--- src/hdl/fsc_pkg.sv ---
// Shared types, constants and classification helpers for the format specifier classifier.
`timescale 1ns / 1ps

package fsc_pkg;

  localparam int unsigned DEF_MAX_TEXT_CHARS = 256;
  localparam logic [3:0]  MAX_CONV           = 4'd8;
  localparam logic [3:0]  MAX_CONV_RESET     = 4'd8;

  localparam logic [7:0] CH_NUL   = 8'h00;
  localparam logic [7:0] CH_SPACE = 8'h20;
  localparam logic [7:0] CH_HASH  = 8'h23;
  localparam logic [7:0] CH_PCT   = 8'h25;
  localparam logic [7:0] CH_PLUS  = 8'h2b;
  localparam logic [7:0] CH_MINUS = 8'h2d;
  localparam logic [7:0] CH_DOT   = 8'h2e;
  localparam logic [7:0] CH_ZERO  = 8'h30;
  localparam logic [7:0] CH_NINE  = 8'h39;
  localparam logic [7:0] CH_BIG_A = 8'h41;
  localparam logic [7:0] CH_BIG_E = 8'h45;
  localparam logic [7:0] CH_BIG_F = 8'h46;
  localparam logic [7:0] CH_BIG_G = 8'h47;
  localparam logic [7:0] CH_BIG_L = 8'h4c;
  localparam logic [7:0] CH_BIG_X = 8'h58;
  localparam logic [7:0] CH_A     = 8'h61;
  localparam logic [7:0] CH_C     = 8'h63;
  localparam logic [7:0] CH_D     = 8'h64;
  localparam logic [7:0] CH_E     = 8'h65;
  localparam logic [7:0] CH_F     = 8'h66;
  localparam logic [7:0] CH_G     = 8'h67;
  localparam logic [7:0] CH_H     = 8'h68;
  localparam logic [7:0] CH_I     = 8'h69;
  localparam logic [7:0] CH_J     = 8'h6a;
  localparam logic [7:0] CH_L     = 8'h6c;
  localparam logic [7:0] CH_M     = 8'h6d;
  localparam logic [7:0] CH_N     = 8'h6e;
  localparam logic [7:0] CH_O     = 8'h6f;
  localparam logic [7:0] CH_P     = 8'h70;
  localparam logic [7:0] CH_S     = 8'h73;
  localparam logic [7:0] CH_T     = 8'h74;
  localparam logic [7:0] CH_U     = 8'h75;
  localparam logic [7:0] CH_X     = 8'h78;
  localparam logic [7:0] CH_Z     = 8'h7a;

  localparam logic [3:0] T_CHAR     = 4'd0;
  localparam logic [3:0] T_WCHAR    = 4'd1;
  localparam logic [3:0] T_SHORT    = 4'd2;
  localparam logic [3:0] T_INT      = 4'd3;
  localparam logic [3:0] T_LONG     = 4'd4;
  localparam logic [3:0] T_DOUBLE   = 4'd5;
  localparam logic [3:0] T_LDOUBLE  = 4'd6;
  localparam logic [3:0] T_PCHAR    = 4'd7;
  localparam logic [3:0] T_PSHORT   = 4'd8;
  localparam logic [3:0] T_PINT     = 4'd9;
  localparam logic [3:0] T_PLONG    = 4'd10;
  localparam logic [3:0] T_POINTER  = 4'd11;
  localparam logic [3:0] T_STRING   = 4'd12;
  localparam logic [3:0] T_WSTRING  = 4'd13;

  typedef enum logic [8:0] {
    PH_TEXT  = 9'b000000001,
    PH_PCT   = 9'b000000010,
    PH_FLAGS = 9'b000000100,
    PH_WIDTH = 9'b000001000,
    PH_PREC  = 9'b000010000,
    PH_H1    = 9'b000100000,
    PH_L1    = 9'b001000000,
    PH_LEN   = 9'b010000000,
    PH_WAIT  = 9'b100000000
  } phase_e;

  typedef enum logic [2:0] {
    LK_NONE = 3'd0,
    LK_H    = 3'd1,
    LK_HH   = 3'd2,
    LK_L    = 3'd3,
    LK_LL   = 3'd4,
    LK_BIGL = 3'd5
  } len_e;

  typedef enum logic [1:0] {
    CLS_CONV    = 2'd0,
    CLS_SKIP    = 2'd1,
    CLS_UNKNOWN = 2'd2
  } cls_e;

  typedef struct packed {
    cls_e       kind;
    logic [3:0] code;
  } cls_t;

  function automatic logic fsc_is_digit(logic [7:0] c);
    return (c >= CH_ZERO) && (c <= CH_NINE);
  endfunction

  function automatic logic fsc_is_flag(logic [7:0] c);
    return (c == CH_PLUS) || (c == CH_MINUS) || (c == CH_HASH) ||
           (c == CH_ZERO) || (c == CH_SPACE);
  endfunction

  function automatic cls_t fsc_classify(logic [7:0] c, len_e lk);
    cls_t r;
    r.kind = CLS_CONV;
    r.code = T_CHAR;
    unique case (c)
      CH_C: r.code = (lk == LK_L) ? T_WCHAR : T_CHAR;
      CH_D, CH_I, CH_U, CH_O, CH_X, CH_BIG_X: begin
        if (lk == LK_HH)      r.code = T_CHAR;
        else if (lk == LK_L)  r.code = T_LONG;
        else if (lk == LK_H)  r.code = T_SHORT;
        else                  r.code = T_INT;
      end
      CH_A, CH_BIG_A, CH_E, CH_BIG_E, CH_F, CH_BIG_F, CH_G, CH_BIG_G:
        r.code = (lk == LK_BIGL) ? T_LDOUBLE : T_DOUBLE;
      CH_N: begin
        if (lk == LK_HH)      r.code = T_PCHAR;
        else if (lk == LK_L)  r.code = T_PLONG;
        else if (lk == LK_H)  r.code = T_PSHORT;
        else                  r.code = T_PINT;
      end
      CH_P: r.code = T_POINTER;
      CH_S: r.code = (lk == LK_L || lk == LK_BIGL) ? T_WSTRING : T_STRING;
      CH_M: r.kind = CLS_SKIP;
      default: r.kind = CLS_UNKNOWN;
    endcase
    return r;
  endfunction

endpackage

--- src/hdl/fsc_char_if.sv ---
// Input channel: one format string byte per transaction.
`timescale 1ns / 1ps

interface fsc_char_if import fsc_pkg::*; ();
  logic       valid;
  logic       ready;
  logic [7:0] text_char;

  modport source (output valid, output text_char, input ready);
  modport sink   (input valid, input text_char, output ready);
endinterface

--- src/hdl/fsc_res_if.sv ---
// Result channel: one classified conversion or end-of-string report per transaction.
`timescale 1ns / 1ps

interface fsc_res_if import fsc_pkg::*; ();
  logic       valid;
  logic       ready;
  logic       conv_valid;
  logic [3:0] conv_type;
  logic [2:0] conv_slot;
  logic       done_res;
  logic [3:0] conv_count;

  modport source (output valid, output conv_valid, output conv_type, output conv_slot,
                  output done_res, output conv_count, input ready);
  modport sink   (input valid, input conv_valid, input conv_type, input conv_slot,
                  input done_res, input conv_count, output ready);
endinterface

--- src/hdl/fsc_cfg_if.sv ---
// Configuration write channel for the conversion limit register.
`timescale 1ns / 1ps

interface fsc_cfg_if import fsc_pkg::*; ();
  logic       valid;
  logic       ready;
  logic [3:0] max_conversions;

  modport source (output valid, output max_conversions, input ready);
  modport sink   (input valid, input max_conversions, output ready);
endinterface

--- src/hdl/format_specifier_classifier_unit.sv ---
// Top level: printf format string scanner that classifies each conversion.
//
// text_i takes one byte of a format string per transaction; a zero byte ends
// the string. res_o gives one transaction for each recognized conversion
// (conv_valid=1 with type and slot) and one with done_res=1 when a string
// ends: at the zero byte, at the MAX_TEXT_CHARS-th byte, or when the
// conversion count reaches max_conversions capped at MAX_CONV; a done_res on
// a byte that is a conversion shares that byte's transaction. Bytes that
// cause no result give no transaction. After an early end, bytes are
// dropped up to the zero byte. cfg_i writes max_conversions (reset 8); it is
// always ready and should be written only while no bytes are in flight.
// A byte passes the input register, then the phase logic into the result
// register. Throughput: one byte per cycle while res_o does not stall.
// Reset clears the input and result valid flags, the phase, the length kind,
// the count, the byte position and sets the limit to 8. When res_o stalls,
// the input register holds a byte that has a result, and text_i.ready drops
// once that register is full; bytes with no result keep flowing.
`timescale 1ns / 1ps

module format_specifier_classifier_unit import fsc_pkg::*; #(
  parameter int unsigned MAX_TEXT_CHARS = DEF_MAX_TEXT_CHARS
) (
  input  logic       clk_i,
  input  logic       rst_ni,
  fsc_char_if.sink   text_i,
  fsc_cfg_if.sink    cfg_i,
  fsc_res_if.source  res_o
);

  localparam int unsigned PosW = $clog2(MAX_TEXT_CHARS + 1);

  logic [3:0]      max_q;
  logic            s1_valid_q;
  logic [7:0]      s1_char_q;
  phase_e          ph_q, ph_d, ph_n;
  len_e            lk_q, lk_d, lk_n;
  logic [3:0]      cnt_q, cnt_d;
  logic [PosW-1:0] pos_q, pos_d, pos_n;

  logic            out_valid_q;
  logic            conv_valid_q, done_q;
  logic [3:0]      type_q, count_q;
  logic [2:0]      slot_q;

  logic [3:0]      lim;
  logic            len_chk;
  cls_t            cls;
  logic            r_valid, r_done, done_nul, done_stop, emit;
  logic [3:0]      r_type, r_count;
  logic [2:0]      r_slot;
  logic            out_free, s1_fire;
  logic [7:0]      c;

  assign c        = s1_char_q;
  assign lim      = (max_q > MAX_CONV) ? MAX_CONV : max_q;
  assign out_free = !out_valid_q || res_o.ready;
  assign s1_fire  = s1_valid_q && (!emit || out_free);

  assign text_i.ready = !s1_valid_q || s1_fire;
  assign cfg_i.ready  = 1'b1;

  // spec byte decode
  always_comb begin
    ph_n    = ph_q;
    lk_n    = lk_q;
    len_chk = 1'b0;
    cls     = '{kind: CLS_SKIP, code: T_CHAR};
    priority if (ph_q == PH_TEXT) begin
      cls.kind = CLS_UNKNOWN;
    end else if (ph_q == PH_PCT && c == CH_PCT) begin
      ph_n = PH_TEXT;
    end else if ((ph_q == PH_PCT || ph_q == PH_FLAGS) && fsc_is_flag(c)) begin
      ph_n = PH_FLAGS;
    end else if (ph_q == PH_PCT || ph_q == PH_FLAGS || ph_q == PH_WIDTH) begin
      if (fsc_is_digit(c)) begin
        ph_n = PH_WIDTH;
      end else if (c == CH_DOT) begin
        ph_n = PH_PREC;
      end else begin
        len_chk = 1'b1;
      end
    end else if (ph_q == PH_PREC) begin
      len_chk = !fsc_is_digit(c);
    end else if (ph_q == PH_H1 || ph_q == PH_L1) begin
      if (c == ((ph_q == PH_H1) ? CH_H : CH_L)) begin
        lk_n = (ph_q == PH_H1) ? LK_HH : LK_LL;
        ph_n = PH_LEN;
      end else begin
        ph_n = PH_TEXT;
        cls  = fsc_classify(c, (ph_q == PH_H1) ? LK_H : LK_L);
      end
    end else begin
      ph_n = PH_TEXT;
      cls  = fsc_classify(c, lk_q);
    end

    if (len_chk) begin
      unique case (c)
        CH_H:     ph_n = PH_H1;
        CH_L:     ph_n = PH_L1;
        CH_BIG_L: begin
          lk_n = LK_BIGL;
          ph_n = PH_LEN;
        end
        CH_J, CH_T, CH_Z: begin
          lk_n = LK_NONE;
          ph_n = PH_LEN;
        end
        default: begin
          ph_n = PH_TEXT;
          cls  = fsc_classify(c, LK_NONE);
        end
      endcase
    end
  end

  // result and state update
  always_comb begin
    ph_d      = ph_q;
    lk_d      = lk_q;
    cnt_d     = cnt_q;
    pos_d     = pos_q;
    pos_n     = pos_q + PosW'(1);
    r_valid   = 1'b0;
    r_type    = T_CHAR;
    r_slot    = 3'd0;
    r_done    = 1'b0;
    r_count   = cnt_q;
    done_nul  = 1'b0;
    done_stop = 1'b0;
    emit      = 1'b0;
    priority if (ph_q == PH_WAIT) begin
      if (c == CH_NUL) begin
        ph_d  = PH_TEXT;
        lk_d  = LK_NONE;
        cnt_d = 4'd0;
        pos_d = '0;
      end
    end else if (cnt_q >= lim) begin
      emit   = 1'b1;
      r_done = 1'b1;
      if (c == CH_NUL) begin
        ph_d  = PH_TEXT;
        lk_d  = LK_NONE;
        cnt_d = 4'd0;
        pos_d = '0;
      end else begin
        ph_d = PH_WAIT;
      end
    end else begin
      ph_d = ph_n;
      lk_d = lk_n;
      if (cls.kind == CLS_CONV) begin
        r_valid = 1'b1;
        r_type  = cls.code;
        r_slot  = cnt_q[2:0];
        cnt_d   = cnt_q + 4'd1;
        done_stop = (cnt_d >= lim);
      end else if (cls.kind == CLS_UNKNOWN) begin
        lk_d = LK_NONE;
        if (c == CH_NUL) begin
          done_nul = 1'b1;
        end else if (c == CH_PCT) begin
          ph_d = PH_PCT;
        end else begin
          ph_d = PH_TEXT;
        end
      end
      if (ph_d == PH_TEXT) begin
        lk_d = LK_NONE;
      end
      pos_d = pos_n;
      if (!done_nul && !done_stop && pos_n >= PosW'(MAX_TEXT_CHARS)) begin
        done_stop = 1'b1;
      end
      r_done  = done_nul || done_stop;
      r_count = cnt_d;
      emit    = r_valid || r_done;
      if (done_nul) begin
        ph_d  = PH_TEXT;
        lk_d  = LK_NONE;
        cnt_d = 4'd0;
        pos_d = '0;
      end else if (done_stop) begin
        ph_d = PH_WAIT;
      end
    end
  end

  always_ff @(posedge clk_i or negedge rst_ni) begin
    if (!rst_ni) begin
      max_q       <= MAX_CONV_RESET;
      s1_valid_q  <= 1'b0;
      ph_q        <= PH_TEXT;
      lk_q        <= LK_NONE;
      cnt_q       <= 4'd0;
      pos_q       <= '0;
      out_valid_q <= 1'b0;
    end else begin
      if (cfg_i.valid) begin
        max_q <= cfg_i.max_conversions;
      end
      if (text_i.valid && text_i.ready) begin
        s1_valid_q <= 1'b1;
      end else if (s1_fire) begin
        s1_valid_q <= 1'b0;
      end
      if (s1_fire) begin
        ph_q  <= ph_d;
        lk_q  <= lk_d;
        cnt_q <= cnt_d;
        pos_q <= pos_d;
      end
      if (s1_fire && emit) begin
        out_valid_q <= 1'b1;
      end else if (res_o.ready) begin
        out_valid_q <= 1'b0;
      end
    end
  end

  always_ff @(posedge clk_i) begin
    if (text_i.valid && text_i.ready) begin
      s1_char_q <= text_i.text_char;
    end
    if (s1_fire && emit) begin
      conv_valid_q <= r_valid;
      type_q       <= r_type;
      slot_q       <= r_slot;
      done_q       <= r_done;
      count_q      <= r_count;
    end
  end

  assign res_o.valid      = out_valid_q;
  assign res_o.conv_valid = conv_valid_q;
  assign res_o.conv_type  = type_q;
  assign res_o.conv_slot  = slot_q;
  assign res_o.done_res   = done_q;
  assign res_o.conv_count = count_q;

`ifndef SYNTHESIS
  a_count_bound: assert property (@(posedge clk_i) disable iff (!rst_ni)
    cnt_q <= MAX_CONV)
    else $error("conversion count above limit");

  a_pos_bound: assert property (@(posedge clk_i) disable iff (!rst_ni)
    pos_q <= PosW'(MAX_TEXT_CHARS))
    else $error("byte position past text limit");

  a_slot_count: assert property (@(posedge clk_i) disable iff (!rst_ni)
    (out_valid_q && conv_valid_q) |-> (count_q == {1'b0, slot_q} + 4'd1))
    else $error("slot and count disagree");

  a_wait_silent: assert property (@(posedge clk_i) disable iff (!rst_ni)
    (s1_fire && ph_q == PH_WAIT) |=> !$rose(out_valid_q))
    else $error("result produced while skipping to end of string");
`endif

endmodule
--- src/flat_wrapper.sv ---
// flat-port wrapper written by rule: the top's interface ports become plain ports
module format_specifier_classifier_unit_flat import fsc_pkg::*;
#(
  parameter int unsigned MAX_TEXT_CHARS = DEF_MAX_TEXT_CHARS
)
  (clk_i, rst_ni, text_i_valid, text_i_text_char, text_i_ready, cfg_i_valid, cfg_i_max_conversions, cfg_i_ready, res_o_valid, res_o_conv_valid, res_o_conv_type, res_o_conv_slot, res_o_done_res, res_o_conv_count, res_o_ready);
  fsc_char_if text_i_i ();
  fsc_cfg_if cfg_i_i ();
  fsc_res_if res_o_i ();
  input  logic clk_i;
  input  logic rst_ni;
  input wire logic [$bits(text_i_i.valid)-1:0] text_i_valid;
  input wire logic [$bits(text_i_i.text_char)-1:0] text_i_text_char;
  output wire logic [$bits(text_i_i.ready)-1:0] text_i_ready;
  input wire logic [$bits(cfg_i_i.valid)-1:0] cfg_i_valid;
  input wire logic [$bits(cfg_i_i.max_conversions)-1:0] cfg_i_max_conversions;
  output wire logic [$bits(cfg_i_i.ready)-1:0] cfg_i_ready;
  output wire logic [$bits(res_o_i.valid)-1:0] res_o_valid;
  output wire logic [$bits(res_o_i.conv_valid)-1:0] res_o_conv_valid;
  output wire logic [$bits(res_o_i.conv_type)-1:0] res_o_conv_type;
  output wire logic [$bits(res_o_i.conv_slot)-1:0] res_o_conv_slot;
  output wire logic [$bits(res_o_i.done_res)-1:0] res_o_done_res;
  output wire logic [$bits(res_o_i.conv_count)-1:0] res_o_conv_count;
  input wire logic [$bits(res_o_i.ready)-1:0] res_o_ready;
  assign text_i_i.valid = text_i_valid;
  assign text_i_i.text_char = text_i_text_char;
  assign text_i_ready = text_i_i.ready;
  assign cfg_i_i.valid = cfg_i_valid;
  assign cfg_i_i.max_conversions = cfg_i_max_conversions;
  assign cfg_i_ready = cfg_i_i.ready;
  assign res_o_valid = res_o_i.valid;
  assign res_o_conv_valid = res_o_i.conv_valid;
  assign res_o_conv_type = res_o_i.conv_type;
  assign res_o_conv_slot = res_o_i.conv_slot;
  assign res_o_done_res = res_o_i.done_res;
  assign res_o_conv_count = res_o_i.conv_count;
  assign res_o_i.ready = res_o_ready;
  format_specifier_classifier_unit #(.MAX_TEXT_CHARS(MAX_TEXT_CHARS)) u_core (.clk_i(clk_i), .rst_ni(rst_ni), .text_i(text_i_i), .cfg_i(cfg_i_i), .res_o(res_o_i));
endmodule
--- config.mk ---
export PLATFORM = sky130hd
export DESIGN_NAME = format_specifier_classifier_unit_flat
export DESIGN_NICKNAME = d
export VERILOG_FILES = /design/src/hdl/fsc_pkg.sv /design/src/hdl/fsc_char_if.sv /design/src/hdl/fsc_res_if.sv /design/src/hdl/fsc_cfg_if.sv /design/src/hdl/format_specifier_classifier_unit.sv /design/src/flat_wrapper.sv
export SDC_FILE = /design/constraint.sdc
export NUM_CORES = 1
export LEC_CHECK = 0
export ABC_AREA = 1
export ABC_CLOCK_PERIOD_IN_PS = 4700
export BUFFER_PORTS_ARGS = -buffer_cell sky130_fd_sc_hd__buf_4
export CAP_MARGIN = 20
export CORE_MARGIN = 2
export CORE_UTILIZATION = 45
export CTS_BUF_LIST = sky130_fd_sc_hd__clkbuf_8
export DETAILED_ROUTE_END_ITERATION = 10
export GPL_TIMING_DRIVEN = 0
export SYNTH_ARGS = -nofsm -noshare
export SYNTH_HDL_FRONTEND = slang
export SYNTH_SLANG_ARGS = --single-unit
--- constraint.sdc ---
create_clock -name clk_i -period 4.7 [get_ports clk_i]
set_input_delay 0.94 -clock clk_i [delete_from_list [all_inputs] [get_ports clk_i]]
set_output_delay 0.94 -clock clk_i [all_outputs]
set_load 0.02 [all_outputs]
# [After elaboration in Yosys (flattened, before gate mapping)]
# Index checks and enable logic that the tools add are counted.
# Widths: inputs -> output; s select.
[totals] reg_bits=52 inputBits=17 out_inout_bits=16 wordCells=229
[op_classes] n_addsub=2 magnitude_cmp=6 eq_ne=52 n_mux=114 bitwise=1 reduce_logical=41
[ops] op="$mux 9" count=23
[ops] op="$eq 8x7->1 const B" count=25
[ops] op="$mux 4" count=16
[ops] op="$eq 8x6->1 const B" count=7
[ops] op="$mux 3" count=17
[ops] op="$mux 6" count=8
[ops] op="$pmux 4 s6" count=2
[ops] op="$mux 1" count=36
[ops] op="$pmux 8 s3" count=1
[ops] op="$pmux 4 s5" count=1
[ops] op="$eq 9x1->1 const B" count=2
[ops] op="$reduce_or 18->1" count=1
[ops] op="$mux 8" count=2
[ops] op="$logic_or 1x1->1" count=14
[ops] op="$eq 3x2->1 const B" count=4
[ops] op="$mux 2" count=6
[ops] op="$reduce_or 6->1" count=2
[ops] op="$add 9x1->9 const B" count=1
[ops] op="$eq 9x2->1 const B" count=1
[ops] op="$eq 9x3->1 const B" count=1
[ops] op="$eq 9x4->1 const B" count=1
[ops] op="$eq 9x5->1 const B" count=1
[ops] op="$eq 9x6->1 const B" count=1
[ops] op="$eq 9x7->1 const B" count=1
[ops] op="other kinds (25)" count=42

# [Longest topological paths before layout]
[logic_depth] ltp_word=37 ltp_mapped=19 depth_no_buf=19

# [Least setup slack after synthesis]
# Ideal clock, no wire load.
[synth_timing] path_kind="reg-to-output" startpoint="reg u_core.max_q[3]" endpoint="out text_i_ready" arrival_time_ps=2208 t_required_ps=3760 slack_ps=1552 stages_incl_launch_ff=15 path_buffers=0 path_cell_list="dfstp_2 > inv_1 > o21ai_0 > ha_1 > inv_1 > nor2_1 > o21ai_0 > nand2_1 > a31oi_1 > inv_1 > nor2_1 > nand4_2 > nand2_1 > inv_1 > nand3_1"
[synth_between] elab_chain_len=20
[synth_lines] item="from (decl)" line_no="format_specifier_classifier_unit.sv:32" text="logic [3:0] max_q;"
[synth_lines] item="from (signal assigned)" line_no="format_specifier_classifier_unit.sv:201" text="max_q <= cfg_i.max_conversions;"
[synth_lines] item="$gt 4x4->1" line_no="format_specifier_classifier_unit.sv:55" text="assign lim = (max_q > MAX_CONV) ? MAX_CONV : max_q;"
[synth_lines] item="$mux 4 (*)" line_no="format_specifier_classifier_unit.sv:55"
[synth_lines] item="$ge 4x4->1" line_no="format_specifier_classifier_unit.sv:158" text="done_stop = (cnt_d >= lim);"
[synth_lines] item="$mux 1" line_no="format_specifier_classifier_unit.sv:153" text="if (cls.kind == CLS_CONV) begin"
[synth_lines] item="$mux 1" line_no="format_specifier_classifier_unit.sv:139" text="end else if (cnt_q >= lim) begin"
[synth_lines] item="$mux 1" line_no="format_specifier_classifier_unit.sv:132" text="priority if (ph_q == PH_WAIT) begin"
[synth_lines] item="$logic_not 1->1" line_no="format_specifier_classifier_unit.sv:173" text="if (!done_nul && !done_stop && pos_n >= PosW'(MAX_TEXT_CHARS)) begin"
[synth_lines] item="$logic_and 1x1->1 (2 in a row)" line_no="format_specifier_classifier_unit.sv:173"
[synth_lines] item="[... 3 more ...]"
[synth_lines] item="$logic_or 1x1->1" line_no="format_specifier_classifier_unit.sv:176" text="r_done = done_nul || done_stop;"
[synth_lines] item="$logic_or 1x1->1" line_no="format_specifier_classifier_unit.sv:178" text="emit = r_valid || r_done;"
[synth_lines] item="$mux 1 (*)" line_no="format_specifier_classifier_unit.sv:139"
[synth_lines] item="$mux 1 (*)" line_no="format_specifier_classifier_unit.sv:132"
[synth_lines] item="$logic_not 1->1 (*)" line_no="format_specifier_classifier_unit.sv:57" text="assign s1_fire = s1_valid_q && (!emit || out_free);"
[synth_lines] item="$logic_or 1x1->1 (*)" line_no="format_specifier_classifier_unit.sv:57"
[synth_lines] item="$logic_and 1x1->1 (*)" line_no="format_specifier_classifier_unit.sv:57"
[synth_lines] item="$logic_or 1x1->1 (*)" line_no="format_specifier_classifier_unit.sv:59" text="assign text_i.ready = !s1_valid_q || s1_fire;"
[synth_lines] item="to (decl)" line_no="flat_wrapper.sv:14" text="output wire logic [$bits(text_i_i.ready)-1:0] text_i_ready;"
# Every way passes the cells marked *; elsewhere a longest branch is shown, timed or not. The select of a mux whose other input is x is not followed.

# [Final worst setup path]
# Same ends and word-level chain as after synthesis.

==> qor_table.md <==
| Metric | Value | Unit |
| --- | --- | --- |
| Initial Util | 0.468 | - |
| Synth Register Bits | 52 | - |
| Count of flip-flops with a built-in enable after synthesis | 21 | - |
| Number of nets produced by synthesis | 564 | - |
| Maximum resistive drop on vdd | 320 | uV |
| Part of the total power dissipated in sequential elements | 0.384 | - |
| Post-CTS Setup Inserts | 0 | - |
| Kind of critical path | flip-flop to output pin | - |
| Wire length on met1 | 4.54 | mm |
| Critical-path maximum fanout | 5 | - |
| Row cnt | 33 | - |
| Min-delay worst type | flip-flop to flip-flop | - |
| Remaining antenna violation count | 0 | - |
| Clock slew at the register clock pins of the worst setup and hold paths | 0.10 | ns |
| DPL Wire Length | 7.10 | mm |
| Skew final | 0.00894 | ns |
| Post-detailed-route wirelength per cell | 13.6 | um |
| Type of origin of the critical path | flip-flop | - |
| Io pins | 33 | - |
| Overall die area | 9350 | um^2 |
| Global-route wire length before repair | 16.2 | mm |
| Worst Setup Slack, final | 0.693 | ns |
| Arrival time worst endpoint | 3.07 | ns |
| Router iterations before antenna repair | 6 | - |
| Number of input and output port buffers inserted | 31 | - |
| Number of DRC markers after the initial detailed-route iteration | 203 | - |
| Number of hold buffers added after cts | 0 | - |
| Y dimension of the die | 96.7 | um |
| Number of buffers between clock root and the deepest sink | 2 | - |
| Library cells used by synthesis | 43 | - |
| Clock share of power | 0.151 | - |
| Synthesized cell area | 3870 | um^2 |
| Layout net count | 603 | - |
| Overall global routing resource usage | 0.207 | - |
| Share of cells above drive strength 1 | 0.158 | - |
| Average cell area after synthesis | 7.22 | um^2 |
| Unrepaired setup endpoints after global routing | false | - |
| Placeable Area | 8260 | um^2 |
| Setup TNS Final | 0 | ns |
| Setup violations, final | 0 | - |
| Final cycle utilization of the critical path | 0.852 | - |
| Remaining design rule violation count | 0 | - |
| Total net switching power | 0.000763 | W |
| Drt via density | 5.30 | - |
| Switching portion of total power | 0.439 | - |
| Initial antenna violation count | 0 | - |
| Placer's final routability congestion estimate | 0.930 | - |
| Dpl ws | 1.05 | ns |
| Yosys warning count | 0 | - |
| Most area-hungry cell type in the Yosys netlist | sky130_fd_sc_hd__dfrtp_1 | - |
| Cell at the root of the clock tree | sky130_fd_sc_hd__clkbuf_8 | - |
| Standby leakage power | 2.10 | nW |
| Sum of met3 wire segment lengths after detailed routing | 503 | um |
| ANT cells | 0 | - |
| Cell count after placement | 673 | - |
| Pin count of the biggest net entering global routing | 32 | - |
| Async set-reset flop share out of synthesis | 0.596 | - |
| Required time of the worst setup path | 3.76 | ns |
| Category of the worst setup path capture point | output pin | - |
| Status | finished, final reports clean | - |
| Post-layout min period | 4.01 | ns |
| Cells taking the most area after synthesis | sky130_fd_sc_hd__dfrtp_1 19%, sky130_fd_sc_hd__edfxtp_1 16%, sky130_fd_sc_hd__nand2_1 14% | - |
| Power density over the cells | 402 | nW/um^2 |
| Max H-tree Level | 2 | - |
| Met2 Routed Length | 4.17 | mm |
| Most instantiated flip-flop cell in the synthesis netlist | sky130_fd_sc_hd__dfrtp_1 | - |
| CTS tree | built | - |
| Actual slew at the worst max-slew pin | 0.620 | ns |
| Global route total overflow | 0 | - |
| Layout Cells excl Fill | 681 | - |
| Area growth syn-to-layout | 12.0 | % |
| Max-capacitance violation count | 0 | - |
| Total number of vias | 3609 | - |
| Max_slew headroom | 0.586 | - |
| Clk_lat worst skew | 0.31 | ns |
| Hold Vio Cnt, Final | 0 | - |
| Die width | 96.7 | um |
| Achievable clock frequency | 0.250 | GHz |
| Highest signal layer in the routed design | met4 | - |
| Logic pwr share | 0.465 | - |
| CTS sink cnt | 52 | - |
| Cell count after synthesis | 536 | - |
| Area share of the largest cell type after synthesis | 0.188 | - |
| Cell-internal power | 0.000976 | W |
| Number of global-route vias before repair | 3415 | - |
| Number of gates given a new drive strength after cts | 0 | - |
| Number of buffers inserted during clock tree synthesis | 5 | - |
| Sequential share of the synthesized area | 0.364 | - |
| Detailed-route wire length | 9.24 | mm |
| Pins over their slew limit | 0 | - |
## critical path: stages (launching register included)
cell and delay [ns]:
sky130_fd_sc_hd__dfstp_2 0.54, sky130_fd_sc_hd__inv_1 0.08, sky130_fd_sc_hd__o21ai_0 0.30, sky130_fd_sc_hd__ha_1 0.31, sky130_fd_sc_hd__inv_1 0.06, sky130_fd_sc_hd__nor2_1 0.03, sky130_fd_sc_hd__o21ai_0 0.13, sky130_fd_sc_hd__nand2_1 0.06
sky130_fd_sc_hd__a31oi_1 0.34, sky130_fd_sc_hd__inv_1 0.12, sky130_fd_sc_hd__nor2_1 0.21, sky130_fd_sc_hd__nand4_2 0.16, sky130_fd_sc_hd__nand2_1 0.09, sky130_fd_sc_hd__inv_1 0.05, sky130_fd_sc_hd__nand3_1 0.10, sky130_fd_sc_hd__buf_4 0.16
## stage by stage
| step | hold WS (ns) | power [W] | util | instance area, um^2 |
|---|---|---|---|---|
| floorplan | 0.463 | 0.00124 | - | 3870 |
| global placement | 0.481 | 0.00148 | 0.512 | 4230 |
| detailed placement | 0.488 | 0.00149 | 0.514 | 4240 |
| CTS | 0.504 | 0.00176 | 0.524 | 4330 |
| global route | 0.535 | 0.00190 | 0.524 | 4330 |
| finish | 0.500 | 0.00174 | 0.524 | 4330 |
## logic make-up (layout without fill, tap and decap cells)
group,after synthesis,count (layout),share of synthesized area
AOI/OAI and AO/OA,72,72,0.102
buffers and inverters,81,121,0.0857
muxes,2,2,0.00582
DFF,52,52,0.364
other,1,1,0.000970
adders and majority gates,11,11,0.0356
and+or+nand+nor,306,306,0.381
xor gates and xnor gates,11,11,0.0249
## synth_stat cells, types with 6 or more instances
cell type,number
sky130_fd_sc_hd__a21oi_1,22
sky130_fd_sc_hd__dfrtp_1,29
sky130_fd_sc_hd__edfxtp_1,21
sky130_fd_sc_hd__ha_1,11
sky130_fd_sc_hd__inv_1,60
sky130_fd_sc_hd__inv_2,10
sky130_fd_sc_hd__nand2_1,144
sky130_fd_sc_hd__nand2_2,6
sky130_fd_sc_hd__nand3_1,43
sky130_fd_sc_hd__nand4_1,15
sky130_fd_sc_hd__nor2_1,59
sky130_fd_sc_hd__nor2_4,6
sky130_fd_sc_hd__nor3_1,6
sky130_fd_sc_hd__o21ai_0,29
sky130_fd_sc_hd__o21ai_1,8
sky130_fd_sc_hd__xor2_1,9
## registers in the layout, summed over array words and instances, names as in the netlist
signal                   cells
u_core.c                     8
u_core.cnt_q                 4
u_core.lk_q                  3
u_core.max_q                 4
u_core.ph_q                  9
u_core.pos_q                 9
u_core.res_o.conv_count      4
u_core.res_o.conv_slot       3
u_core.res_o.conv_type       4
u_core.res_o.conv_valid      1
u_core.res_o.done_res        1
u_core.res_o.valid           1
u_core.s1_valid_q            1
## layout by cell type (no fill, tap or decap), drive strengths merged, types with 2 or more instances in the layout
| master | instances |
|---|---|
| nand2 | 152 |
| inv | 71 |
| nor2 | 69 |
| nand3 | 47 |
| buf | 37 |
| o21ai | 37 |
| dfrtp | 29 |
| a21oi | 22 |
| edfxtp | 21 |
| nand4 | 18 |
| ha | 11 |
| clkbuf | 10 |
| xor2 | 9 |
| nor3 | 9 |
| nand3b | 6 |
| a31oi | 4 |
| o2111ai | 3 |
| xnor2 | 2 |
| o21bai | 2 |
| nor4 | 2 |
| or2 | 2 |
| mux2 | 2 |
| dfstp | 2 |
## per-layer routing
layer | GRT usage | vias up
li1 | - | 1836
met1 | 0.313 | 1669
met2 | 0.316 | 100
met3 | 0.0238 | 4
met4 | 0.0509 | 0
met5 | 0 | -
## power groups by stage
stage	Clock [W]	Combinational (W)	Sequential, W
final	0.000262	0.000809	0.000668
after global routing	0.000293	0.000924	0.000684
after CTS	0.000278	0.000814	0.000669
after detailed placement	0	0.000809	0.000677
after global placement	0	0.000799	0.000676
after floorplan	0	0.000512	0.000729
## final timing paths
check                                     start                          to  slack [ns]  depth (start not counted)
worst min register to register   u_core.ph_q[0]              u_core.ph_q[0]        0.50                          2
max in group asynchronous                rst_ni              u_core.ph_q[0]        3.81                          1
min in group asynchronous                rst_ni              u_core.ph_q[3]        0.55                          1
worst min-delay path             u_core.ph_q[0]              u_core.ph_q[0]        0.50                          2
worst max register to register  u_core.max_q[3]  u_core.res_o.conv_count[2]        1.21                         16
worst max-delay path            u_core.max_q[3]                text_i_ready        0.69                         15
## layout make-up
type,count,area (um^2)
Sequential cell,52,1410
Tap cell,105,131
Multi-Input combinational cell,403,2130
Fill cell,838,3930
Buffer,11,68.8
Timing Repair Buffer,32,243
Clock inverter,3,20.0
Clock buffer,5,68.8
Inverter,70,263
Note: power is estimated with default switching activity, not from simulation.
